==> config.mk <==
export PLATFORM = sky130hd
export DESIGN_NAME = valve_pid_motor_drive_core
export DESIGN_NICKNAME = d
export VERILOG_FILES = /design/src/rtl/vpmd_pkg.sv /design/src/rtl/valve_pid_motor_drive_core.sv
export SDC_FILE = /design/constraint.sdc
export NUM_CORES = 2
export LEC_CHECK = 0
export BUFFER_PORTS_ARGS = -buffer_cell sky130_fd_sc_hd__buf_2
export CORE_ASPECT_RATIO = 1.25
export CORE_MARGIN = 4
export CORE_UTILIZATION = 65
export DETAILED_ROUTE_END_ITERATION = 16
export GPL_TIMING_DRIVEN = 0
export MAX_ROUTING_LAYER = met4
export PLACE_DENSITY = 0.82
export SYNTH_ARGS = -nofsm -noshare
export SYNTH_HDL_FRONTEND = slang
export SYNTH_SLANG_ARGS = --single-unit
==> constraint.sdc <==
create_clock -name aclk -period 12.03 [get_ports aclk]
set_clock_uncertainty 0.2 [all_clocks]
set_input_delay 2.406 -clock aclk [delete_from_list [all_inputs] [get_ports aclk]]
set_output_delay 2.406 -clock aclk [all_outputs]
set_load 0.01 [all_outputs]
==> src/rtl/vpmd_pkg.sv <==
// shared types and constants for the valve pid motor drive core
package vpmd_pkg;

    // default sizes
    localparam int ADC_BITS_DEF      = 10;
    localparam int INTEGRAL_BITS_DEF = 24;

    // configuration port
    localparam int CFG_ADDR_W = 3;
    localparam int CFG_DATA_W = 16;

    // configuration register indexes
    typedef enum logic [CFG_ADDR_W-1:0] {
        REG_CLOSE_POS = 3'd0,
        REG_OPEN_POS  = 3'd1,
        REG_GAIN_P    = 3'd2,
        REG_KI_TS     = 3'd3,
        REG_KD_OVER   = 3'd4
    } cfg_reg_t;

    // drive direction codes
    localparam logic [1:0] DIR_STOP  = 2'd0;
    localparam logic [1:0] DIR_OPEN  = 2'd1;
    localparam logic [1:0] DIR_CLOSE = 2'd2;

    // result request layout
    localparam int M_TDATA_W = 32;

    // fixed-point constants, q8.8 degrees
    localparam int FULL_SCALE_Q = 23040;  // 90.0
    localparam int POS_LIMIT_Q  = 32512;  // 127.0
    localparam int DEADBAND_Q   = 128;    // 0.5
    localparam int RESET_Q      = 1024;   // 4.0
    localparam int OPEN_END_Q   = 22656;  // 88.5
    localparam int CLOSE_END_Q  = 386;    // 1.51

    // speed limit and duty scaling (x*255/100 as multiply by 2^21/100)
    localparam int SPEED_MAX  = 100;
    localparam int DUTY_RECIP = 20972;
    localparam int DUTY_SHIFT = 21;

endpackage

==> src/rtl/valve_pid_motor_drive_core.sv <==
// valve pid motor drive: position mapping, pid step and drive output
// steps: latch request, map position (multiply, restoring divide), error, deadband check,
// p/i/d multiplies and sum, speed clamp, duty multiply, result load; the deadband skips the
// pid steps and a zero calibration span skips the divide. one item at a time; the next request
// is taken from the cycle after the result is loaded, which waits under output stalls.
// reset: synchronous active-low aresetn clears control, integral, last error and
// loads the register reset values; no clearing pass.
module valve_pid_motor_drive_core #(
    parameter int ADC_BITS      = vpmd_pkg::ADC_BITS_DEF,
    parameter int INTEGRAL_BITS = vpmd_pkg::INTEGRAL_BITS_DEF,
    localparam int S_TDATA_W    = ((ADC_BITS + 17 + 7) / 8) * 8
) (
    input  logic                            aclk,
    input  logic                            aresetn,
    // configuration writes
    input  logic                            cfg_wr_en,
    input  logic [vpmd_pkg::CFG_ADDR_W-1:0] cfg_addr,
    input  logic [vpmd_pkg::CFG_DATA_W-1:0] cfg_wdata,
    // input requests
    input  logic                            s_tvalid,
    output logic                            s_tready,
    // pot_sample, setpoint, open_switch_hit, close_switch_hit, zero fill
    input  logic [S_TDATA_W-1:0]            s_tdata,
    // result requests
    output logic                            m_tvalid,
    input  logic                            m_tready,
    // drive_direction, drive_duty, position_deg, zero fill
    output logic [vpmd_pkg::M_TDATA_W-1:0]  m_tdata
);

    localparam int SPAN_W = ADC_BITS + 1;
    localparam int NUM_W  = ADC_BITS + 15;
    localparam int MB_W0  = (INTEGRAL_BITS > SPAN_W) ? INTEGRAL_BITS : SPAN_W;
    localparam int MB_W   = (MB_W0 > 17) ? MB_W0 : 17;
    localparam int PW     = 16 + MB_W;
    localparam int ACC_W  = PW + 2;
    localparam int CNT_W  = $clog2(NUM_W);
    localparam int IB     = INTEGRAL_BITS;

    typedef enum logic [3:0] {
        ST_IDLE, ST_MPOS, ST_DIVSET, ST_DIV, ST_POS, ST_ERR, ST_CHK,
        ST_MP, ST_MI, ST_MD, ST_SUM, ST_SPD, ST_MDUTY, ST_FIN
    } state_t;

    state_t state_reg;

    // configuration registers
    logic        [ADC_BITS-1:0] close_reg, open_reg;
    logic signed [15:0]         gain_p_reg, ki_ts_reg, kd_reg;

    // latched input request
    logic [ADC_BITS-1:0] raw_reg;
    logic [14:0]         sp_reg;
    logic                open_hit_reg, close_hit_reg;

    // working registers
    logic [ADC_BITS-1:0]     den_reg, rem_reg;
    logic [NUM_W-1:0]        num_reg;
    logic [CNT_W-1:0]        cnt_reg;
    logic                    neg_reg;
    logic signed [15:0]      pos_reg, err_reg, prev_reg;
    logic signed [IB-1:0]    integ_reg;
    logic signed [PW-1:0]    prod_reg;
    logic signed [ACC_W-1:0] acc_reg;
    logic signed [7:0]       speed_reg;
    logic                    m_tvalid_reg;
    logic [vpmd_pkg::M_TDATA_W-1:0] m_tdata_reg;

    // combinational helpers
    logic signed [SPAN_W-1:0] diff_raw, span;
    logic [SPAN_W-1:0]        span_abs;
    logic signed [PW-1:0]     prod_abs;
    logic [ADC_BITS:0]        trial, trial_sub;
    logic                     trial_ge;
    logic [NUM_W-1:0]         q_clamped;
    logic signed [16:0]       err_wide, err_mag, err_delta;
    logic signed [15:0]       err_sat;
    logic signed [IB:0]       integ_sum;
    logic signed [IB-1:0]     integ_sat;
    logic                     integ_clear;
    logic signed [ACC_W-1:0]  acc_adj, acc_q;
    logic signed [7:0]        speed_clamped;
    logic [6:0]               speed_mag;
    logic [15:0]              duty_base;
    logic                     drive_stop;
    logic [1:0]               dir_out;
    logic [7:0]               duty_out;
    logic signed [15:0]       mul_a;
    logic signed [MB_W-1:0]   mul_b;
    logic signed [PW-1:0]     mul_p;

    assign s_tready = (state_reg == ST_IDLE);
    assign m_tvalid = m_tvalid_reg;
    assign m_tdata  = m_tdata_reg;

    // calibration offsets
    always_comb begin
        diff_raw = $signed({1'b0, raw_reg}) - $signed({1'b0, close_reg});
        span     = $signed({1'b0, open_reg}) - $signed({1'b0, close_reg});
        span_abs = span[SPAN_W-1] ? SPAN_W'(-span) : SPAN_W'(span);
        prod_abs = prod_reg[PW-1] ? -prod_reg : prod_reg;
    end

    // restoring divider step, one quotient bit
    always_comb begin
        trial     = {rem_reg, num_reg[NUM_W-1]};
        trial_ge  = (trial >= {1'b0, den_reg});
        trial_sub = trial - {1'b0, den_reg};
        q_clamped = (num_reg > NUM_W'(vpmd_pkg::POS_LIMIT_Q)) ?
                    NUM_W'(vpmd_pkg::POS_LIMIT_Q) : num_reg;
    end

    // error, deadband and integral update
    always_comb begin
        err_wide = $signed({2'b00, sp_reg}) - 17'(pos_reg);
        if (err_wide > 17'sd32767) begin
            err_sat = 16'sh7fff;
        end else if (err_wide < -17'sd32768) begin
            err_sat = 16'sh8000;
        end else begin
            err_sat = err_wide[15:0];
        end
        err_mag   = err_reg[15] ? -17'(err_reg) : 17'(err_reg);
        err_delta = 17'(err_reg) - 17'(prev_reg);
        integ_sum = (IB+1)'(integ_reg) + (IB+1)'(err_reg);
        if (integ_sum[IB] != integ_sum[IB-1]) begin
            integ_sat = integ_sum[IB] ? {1'b1, {(IB-1){1'b0}}} : {1'b0, {(IB-1){1'b1}}};
        end else begin
            integ_sat = integ_sum[IB-1:0];
        end
        integ_clear = (err_mag > 17'(vpmd_pkg::RESET_Q)) ||
                      (prev_reg < 0 && err_reg > 0) ||
                      (prev_reg > 0 && err_reg < 0);
    end

    // truncate q16.16 sum toward zero and clamp speed
    always_comb begin
        acc_adj = acc_reg[ACC_W-1] ? (acc_reg + ACC_W'(65535)) : acc_reg;
        acc_q   = acc_adj >>> 16;
        if (acc_q > ACC_W'(vpmd_pkg::SPEED_MAX)) begin
            speed_clamped = 8'(vpmd_pkg::SPEED_MAX);
        end else if (acc_q < -ACC_W'(vpmd_pkg::SPEED_MAX)) begin
            speed_clamped = -8'(vpmd_pkg::SPEED_MAX);
        end else begin
            speed_clamped = acc_q[7:0];
        end
    end

    // direction and duty
    always_comb begin
        speed_mag  = speed_reg[7] ? 7'(-speed_reg) : speed_reg[6:0];
        duty_base  = {1'b0, speed_mag, 8'h00} - {9'h000, speed_mag};
        drive_stop = (open_hit_reg && sp_reg > 15'(vpmd_pkg::OPEN_END_Q)) ||
                     (close_hit_reg && sp_reg <= 15'(vpmd_pkg::CLOSE_END_Q)) ||
                     (speed_reg == 8'sd0);
        if (drive_stop) begin
            dir_out  = vpmd_pkg::DIR_STOP;
            duty_out = 8'h00;
        end else begin
            dir_out  = speed_reg[7] ? vpmd_pkg::DIR_CLOSE : vpmd_pkg::DIR_OPEN;
            duty_out = prod_reg[vpmd_pkg::DUTY_SHIFT+7:vpmd_pkg::DUTY_SHIFT];
        end
    end

    // shared multiplier operand select
    always_comb begin
        unique case (state_reg)
            ST_MPOS: begin
                mul_a = 16'(vpmd_pkg::FULL_SCALE_Q);
                mul_b = MB_W'(diff_raw);
            end
            ST_MP: begin
                mul_a = gain_p_reg;
                mul_b = MB_W'(err_reg);
            end
            ST_MI: begin
                mul_a = ki_ts_reg;
                mul_b = MB_W'(integ_reg);
            end
            ST_MD: begin
                mul_a = kd_reg;
                mul_b = MB_W'(err_delta);
            end
            ST_MDUTY: begin
                mul_a = 16'(vpmd_pkg::DUTY_RECIP);
                mul_b = MB_W'($signed(duty_base));
            end
            default: begin
                mul_a = 16'sd0;
                mul_b = '0;
            end
        endcase
        mul_p = mul_a * mul_b;
    end

    // sequencer, configuration and registered outputs
    always_ff @(posedge aclk) begin
        if (!aresetn) begin
            state_reg    <= ST_IDLE;
            m_tvalid_reg <= 1'b0;
            close_reg    <= '0;
            open_reg     <= ADC_BITS'(1023);
            gain_p_reg   <= '0;
            ki_ts_reg    <= '0;
            kd_reg       <= '0;
            integ_reg    <= '0;
            prev_reg     <= '0;
        end else begin
            // configuration writes
            if (cfg_wr_en) begin
                case (cfg_addr)
                    vpmd_pkg::REG_CLOSE_POS: close_reg  <= cfg_wdata[ADC_BITS-1:0];
                    vpmd_pkg::REG_OPEN_POS:  open_reg   <= cfg_wdata[ADC_BITS-1:0];
                    vpmd_pkg::REG_GAIN_P:    gain_p_reg <= $signed(cfg_wdata);
                    vpmd_pkg::REG_KI_TS:     ki_ts_reg  <= $signed(cfg_wdata);
                    vpmd_pkg::REG_KD_OVER:   kd_reg     <= $signed(cfg_wdata);
                    default: ;
                endcase
            end

            // result handoff, the final state loads the output itself
            if (m_tready && state_reg != ST_FIN) begin
                m_tvalid_reg <= 1'b0;
            end

            unique case (state_reg)
                ST_IDLE: begin
                    if (s_tvalid) begin
                        raw_reg       <= s_tdata[ADC_BITS-1:0];
                        sp_reg        <= s_tdata[ADC_BITS+14:ADC_BITS];
                        open_hit_reg  <= s_tdata[ADC_BITS+15];
                        close_hit_reg <= s_tdata[ADC_BITS+16];
                        state_reg     <= ST_MPOS;
                    end
                end
                ST_MPOS: begin
                    prod_reg  <= mul_p;
                    state_reg <= ST_DIVSET;
                end
                ST_DIVSET: begin
                    if (span == '0) begin
                        pos_reg   <= '0;
                        state_reg <= ST_ERR;
                    end else begin
                        num_reg   <= prod_abs[NUM_W-1:0];
                        den_reg   <= span_abs[ADC_BITS-1:0];
                        neg_reg   <= prod_reg[PW-1] ^ span[SPAN_W-1];
                        rem_reg   <= '0;
                        cnt_reg   <= CNT_W'(NUM_W - 1);
                        state_reg <= ST_DIV;
                    end
                end
                ST_DIV: begin
                    rem_reg <= trial_ge ? trial_sub[ADC_BITS-1:0] : trial[ADC_BITS-1:0];
                    num_reg <= {num_reg[NUM_W-2:0], trial_ge};
                    cnt_reg <= cnt_reg - 1'b1;
                    if (cnt_reg == '0) begin
                        state_reg <= ST_POS;
                    end
                end
                ST_POS: begin
                    pos_reg   <= neg_reg ? -$signed(q_clamped[15:0]) : $signed(q_clamped[15:0]);
                    state_reg <= ST_ERR;
                end
                ST_ERR: begin
                    err_reg   <= err_sat;
                    state_reg <= ST_CHK;
                end
                ST_CHK: begin
                    if (err_mag < 17'(vpmd_pkg::DEADBAND_Q)) begin
                        speed_reg <= 8'sd0;
                        prev_reg  <= err_reg;
                        state_reg <= ST_MDUTY;
                    end else begin
                        integ_reg <= integ_clear ? '0 : integ_sat;
                        state_reg <= ST_MP;
                    end
                end
                ST_MP: begin
                    prod_reg  <= mul_p;
                    acc_reg   <= '0;
                    state_reg <= ST_MI;
                end
                ST_MI: begin
                    prod_reg  <= mul_p;
                    acc_reg   <= acc_reg + ACC_W'(prod_reg);
                    state_reg <= ST_MD;
                end
                ST_MD: begin
                    prod_reg  <= mul_p;
                    acc_reg   <= acc_reg + ACC_W'(prod_reg);
                    state_reg <= ST_SUM;
                end
                ST_SUM: begin
                    acc_reg   <= acc_reg + ACC_W'(prod_reg);
                    state_reg <= ST_SPD;
                end
                ST_SPD: begin
                    speed_reg <= speed_clamped;
                    prev_reg  <= err_reg;
                    state_reg <= ST_MDUTY;
                end
                ST_MDUTY: begin
                    prod_reg  <= mul_p;
                    state_reg <= ST_FIN;
                end
                ST_FIN: begin
                    // wait until the output register is free
                    if (!m_tvalid_reg || m_tready) begin
                        m_tvalid_reg <= 1'b1;
                        m_tdata_reg  <= {6'b000000, pos_reg, duty_out, dir_out};
                        state_reg    <= ST_IDLE;
                    end
                end
                default: state_reg <= ST_IDLE;
            endcase
        end
    end

endmodule

# After elaboration in Yosys (flattened, before gate mapping)
# Index checks and enable logic that the tools add are counted.
# word_totals
reg_bits	339
word_cells	161
# op_classes
addsub	15
multipliers	1
n_lt_le_gt_ge	14
n_eq_ne	25
mux	39
bitwise_logic	3
n_reduce_logical	39
# op_table
op	n
24-bit case mux with 5 select lines	1
42-bit case mux with 2 select lines	1
16-bit two-way mux	5
16-bit case mux with 5 select lines	1
24-bit two-way mux	3
16-bit case mux with 2 select lines	2
4-bit case mux with 14 select lines	1
25-bit two-way mux	2
25-bit case mux with 2 select lines	1
42-bit by 17-bit adder with 42-bit output, second input constant	1
42-bit by 40-bit adder with 42-bit output	1
42-bit two-way mux	1
16-bit by 24-bit multiplier with 40-bit output	1
16-bit by 16-bit subtractor with 17-bit output	2
16-bit by 1-bit > comparator with 1-bit output, second input constant	2
16-bit by 1-bit less-than comparator with 1-bit output, second input constant	2
10-bit two-way mux	3
26-bit by 8-bit > comparator with 1-bit output, second input constant	1
26-bit by 8-bit less-than comparator with 1-bit output, second input constant	1
24-bit by 16-bit adder with 25-bit output	1
25-bit by 15-bit > comparator with 1-bit output, second input constant	1
25-bit negation	1
4-bit equality test, second input constant	6
8-bit two-way mux	3
49 further kinds	92

# Logic depth before layout (Yosys ltp)
# logic_depth
ltp_word	6
mapped_depth	38
mapped_depth_nobuf	37

# Least setup slack after synthesis
# No wires, ideal clock.
# synth_path
path_type	reg2reg
from	reg raw_reg[0]
to	reg prod_reg[39], data pin
setup_ns	0.259
arrival_time_ns	8.464
required_time_ns	11.571
setup_slack_ns	3.107
stages_incl_launch_ff	33
n_path_buf	1
cell_sequence	edfxtp_1 -> inv_1 -> ha_1 -> inv_1 -> fa_1 -> a21o_1 -> a21oi_1 -> o21ai_0 -> a21oi_1 -> o21ai_0 -> a31oi_1 -> a21o_1 -> a21o_1 -> clkbuf_1 -> a21oi_1 -> nor2_1 -> fa_1 -> fa_1 -> fa_1 -> fa_1 -> fa_1 -> inv_1 -> fa_1 -> inv_1 -> ha_1 -> a21o_1 -> a21oi_1 -> nor3b_1 -> o311a_1 -> nor3_1 -> a2111oi_0 -> a21oi_1 -> xnor2_1
# synth_between
elab_chain_len	3
# synth_lines
element	line	source
start, declared	valve_pid_motor_drive_core.sv:52	logic [ADC_BITS-1:0] raw_reg;
start signal, assigned	valve_pid_motor_drive_core.sv:229	raw_reg <= s_tdata[ADC_BITS-1:0];
10-bit by 10-bit subtractor with 11-bit output	valve_pid_motor_drive_core.sv:98	diff_raw = $signed({1'b0, raw_reg}) - $signed({1'b0, close_reg});
24-bit case mux with 5 select lines	valve_pid_motor_drive_core.sv:167	unique case (state_reg)
16-bit by 24-bit multiplier with 40-bit output	valve_pid_motor_drive_core.sv:193	mul_p = mul_a * mul_b;
via mul_p[39]	valve_pid_motor_drive_core.sv:90	logic signed [PW-1:0] mul_p;
end signal, assigned	valve_pid_motor_drive_core.sv:237	prod_reg <= mul_p;
end signal, assigned	valve_pid_motor_drive_core.sv:280	prod_reg <= mul_p;
end signal, assigned	valve_pid_motor_drive_core.sv:285	prod_reg <= mul_p;
end, declared	valve_pid_motor_drive_core.sv:63	logic signed [PW-1:0] prod_reg;
# The timed path passes the listed nets, and every way through them passes these cells.
# A chain may end at the register's enable or synchronous reset.

# Worst setup path in the final report
# layout_path
from	reg state_reg[2]
to	reg prod_reg[38], data pin
# layout_between
elab_chain_len	3
word_cells_on_any_way	8
classes_between	1 x mul; 5 x eq/ne; 2 x mux
# layout_lines
element	line	source
start, declared	valve_pid_motor_drive_core.sv:45	state_t state_reg;
start signal, assigned	valve_pid_motor_drive_core.sv:199	state_reg <= ST_IDLE;
start signal, assigned	valve_pid_motor_drive_core.sv:233	state_reg <= ST_MPOS;
start signal, assigned	valve_pid_motor_drive_core.sv:238	state_reg <= ST_DIVSET;
4-bit equality test, or another cell as far along	valve_pid_motor_drive_core.sv:167	
16-bit case mux with 5 select lines or 24-bit case mux with 5 select lines (tied branches)	valve_pid_motor_drive_core.sv:167	
16-bit by 24-bit multiplier with 40-bit output (*)	valve_pid_motor_drive_core.sv:193	
via mul_p[38]	valve_pid_motor_drive_core.sv:90	
# Mark *: on every way through the listed nets, which the timed path passes. The rest lies on a longest branch.

==> run metrics <==
DRC Markers 0; Root Buffer clkbuf_16; worst-path fanout max 10; Pint 0.00207 W; share of layout cells above drive strength 1 5.15%; number of warnings issued by yosys 0; Worst Hold Class flip-flop to flip-flop; worst setup path class flip-flop to flip-flop; main flop type after synthesis edfxtp_1; Initial Util 66.0%; DIE HEIGHT 267 microns; post-CTS sizing 0; hold_buf cts 0; vias in the first global route 30300; post-synthesis adder-cell area fraction 30.1%; post-synthesis cell area ~0.035 sq mm; Maximum Capacitance Violations 0; Slew Viols, Final 7; largest family of logic cells by synthesized area adder cells; Core ar. 0.0529 sq mm; Final WS setup 658 ps; Peak supply drop roughly 0.093 mV; Logic pwr share 13.6%; fillcell total 4119; simple-gate portion of the synthesized area 17.3%; Core Util, Final 70.9%; sequential area share after synthesis 25.9%; Critical Path Start state_reg[2]; Initial DRT Pass Iterations 6; routed vias roughly 30000; highest clock rate 87.9 MHz; htree depth 2; Worst-path clk slew 60 ps; Worst EP required roughly 12000 ps; DP HPWL slightly below 80000 microns; Synth async-reset ratio 0%; outcome complete, but fails checks; RR Startpoint state_reg[2]; clock latency on the worst-skew pair 570 ps; antenna violations before repair 1; compound-gate portion of the synthesized area 13.7%; I/O Buffers 78; EDFF count, synth roughly 230; drt wl/cell 21.2 microns; RD Place Congestion ~1; synthesized area per cell 8.86 sq um; failing checks slew limit; GR Overflow Total 0; crit path capture type flip-flop; Setup crit start kind flip-flop; leakage 16.4 nW; Routed WL 101000 microns; Antenna Nets Post-Route 0; largest net degree at the start of global routing 37; floorplan die width 215 microns; vias per inst 6.22; RSZ-0062 raised after global routing false; Post-CTS Setup Bufs 0; count of state elements after synthesis 339; CP arrival 11460 ps; pre-CTS setup slack 1100 ps; Clock Power Share 40.8%; fin crit period 11370 ps; cell row count 94; NetSw 0.000759 W; part of the power in registers 45.6%; cts bufs inserted 37; Power Dens Cells between 70 and 80 mW/mm^2; max reg flops 42; Syn Inst Count a little under 4000; Longest Clk Path Bufs 3; mux cell area share after synthesis 0.978%; most common cell after layout, fill and taps aside inv_1; DIE AREA 0.0575 sq mm; final setup TNS 0 ps; total track usage 36.6%; worst-margin pin slew 1630 ps; HP Start pos_reg[2]; Top-Level Pins 90; Netlist cell types 93; most frequent cells in the layout inv_1, nand2_1, nor2_1; Slew HR -8.76%; critical path's most frequent cell fa_1; endpoints failing hold 0; Area growth syn-to-layout 7.54%; Worst path slowest cell nor3_1; Sink Count 339; fin nets 4739; CTS tree yes; first-pass GRT wire length 161000 microns; fin crit share 94.5%; count of final setup violators 0; DRT iter0 DRCs 2947; Switching Fraction 26.8%; slowest stage delay, CP 830 ps; XOR/XNOR Fraction of Synth Area ~4.5%
[critical path: cells and delay by family, from the launching register on]
kind | cells | cell delay, ps
AO/OA/AOI/OAI | 5 | 1350
XOR/XNOR | 1 | 150
adder cells (fa/ha/maj) | 7 | 3760
buffers and inverters | 7 | 2430
flip-flops | 1 | 290
AND/OR/NAND/NOR | 8 | 2920
[final timing paths]
kind / slack [ps] / end / cells past startpoint
worst min register to register: 250 / m_tdata[12] / 0
worst max register to register: 660 / prod_reg[38] / 28
worst min-delay path: 250 / m_tdata[12] / 0
worst max-delay path: 660 / prod_reg[38] / 28
[Yosys cell counts (14+ instances only)]
library cell,instances,share of area (%)
a211oi_1,17,0.37
a21o_1,72,1.5
a21oi_1,229,3.3
a22oi_1,25,0.54
a31oi_1,24,0.43
and2_1,28,0.50
and3_1,34,0.61
clkbuf_1,115,1.2
dfxtp_1,113,6.5
edfxtp_1,226,19
fa_1,381,22
ha_1,230,8.2
inv_1,541,5.8
mux2i_1,33,0.95
nand2_1,540,5.8
nand2b_1,47,0.84
nand3_1,54,0.77
nand4_1,24,0.43
nor2_1,420,4.5
nor2b_1,35,0.63
nor3_1,53,0.76
nor4_1,15,0.27
o211ai_1,17,0.37
o21a_1,34,0.73
o21ai_0,146,2.1
o21ai_1,21,0.30
o21bai_1,18,0.39
o31ai_1,14,0.30
or2_2,17,0.30
or3_1,25,0.45
xnor2_1,106,2.7
xor2_1,75,1.9
[stage by stage]
stage / total power (W) / hold WS, ps / std cells / area [sq um]
after floorplan: 0.00156 / 226 / 3946 / 34900
after global placement: 0.00168 / 234 / 4696 / 36200
after detailed placement: 0.00169 / 234 / 4705 / 36300
after CTS: 0.00283 / 250 / 4768 / 37500
after global routing: 0.00292 / 264 / 4769 / 37500
final: 0.00283 / 248 / 4771 / 37500
[kinds of logic (layout without fill, tap and decap cells)]
family          after synthesis  count (layout)
compound gates              744             744
xor+xnor                    181             181
fa+ha+maj                   611             611
buf+inv                     682             832
flops                       339             339
mux                          34              34
other cells                   1               9
simple gates               1349            1349
[metal layers]
layer  GRT usage (%)  up-vias  wire length (microns)
met4            24.5        0                   8820
met1            41.5    14300                  35700
li1                -    13400                      -
met5               -        -                      0
met3            6.38      519                   8860
met2            59.8     1459                  47600
[layout make-up]
| cell class | count | area, sq um | area share [%] |
|---|---|---|---|
| Sequential cell | 339 | 9050 | 24.1 |
| Antenna cell | 3 | 7.51 | 0.0200 |
| Tap cell | 672 | 841 | 2.24 |
| Clock buffer | 46 | 1030 | 2.75 |
| Inverter | 541 | 2030 | 5.41 |
| Multi-Input combinational cell | 2925 | 23300 | 62.1 |
| Timing Repair Buffer | 87 | 513 | 1.37 |
| Buffer | 141 | 579 | 1.54 |
| Clock inverter | 17 | 168 | 0.447 |
[power by group through the flow]
stage,Combinational (W),Clock [W],Sequential [W]
floorplan,0.000254,0,0.00131
global placement,0.000363,0,0.00132
detailed placement,0.000372,0,0.00131
CTS,0.000376,0.00116,0.00129
global route,0.000419,0.00121,0.00129
finish,0.000385,0.00115,0.00129
Power figures use the tool's default switching activity.
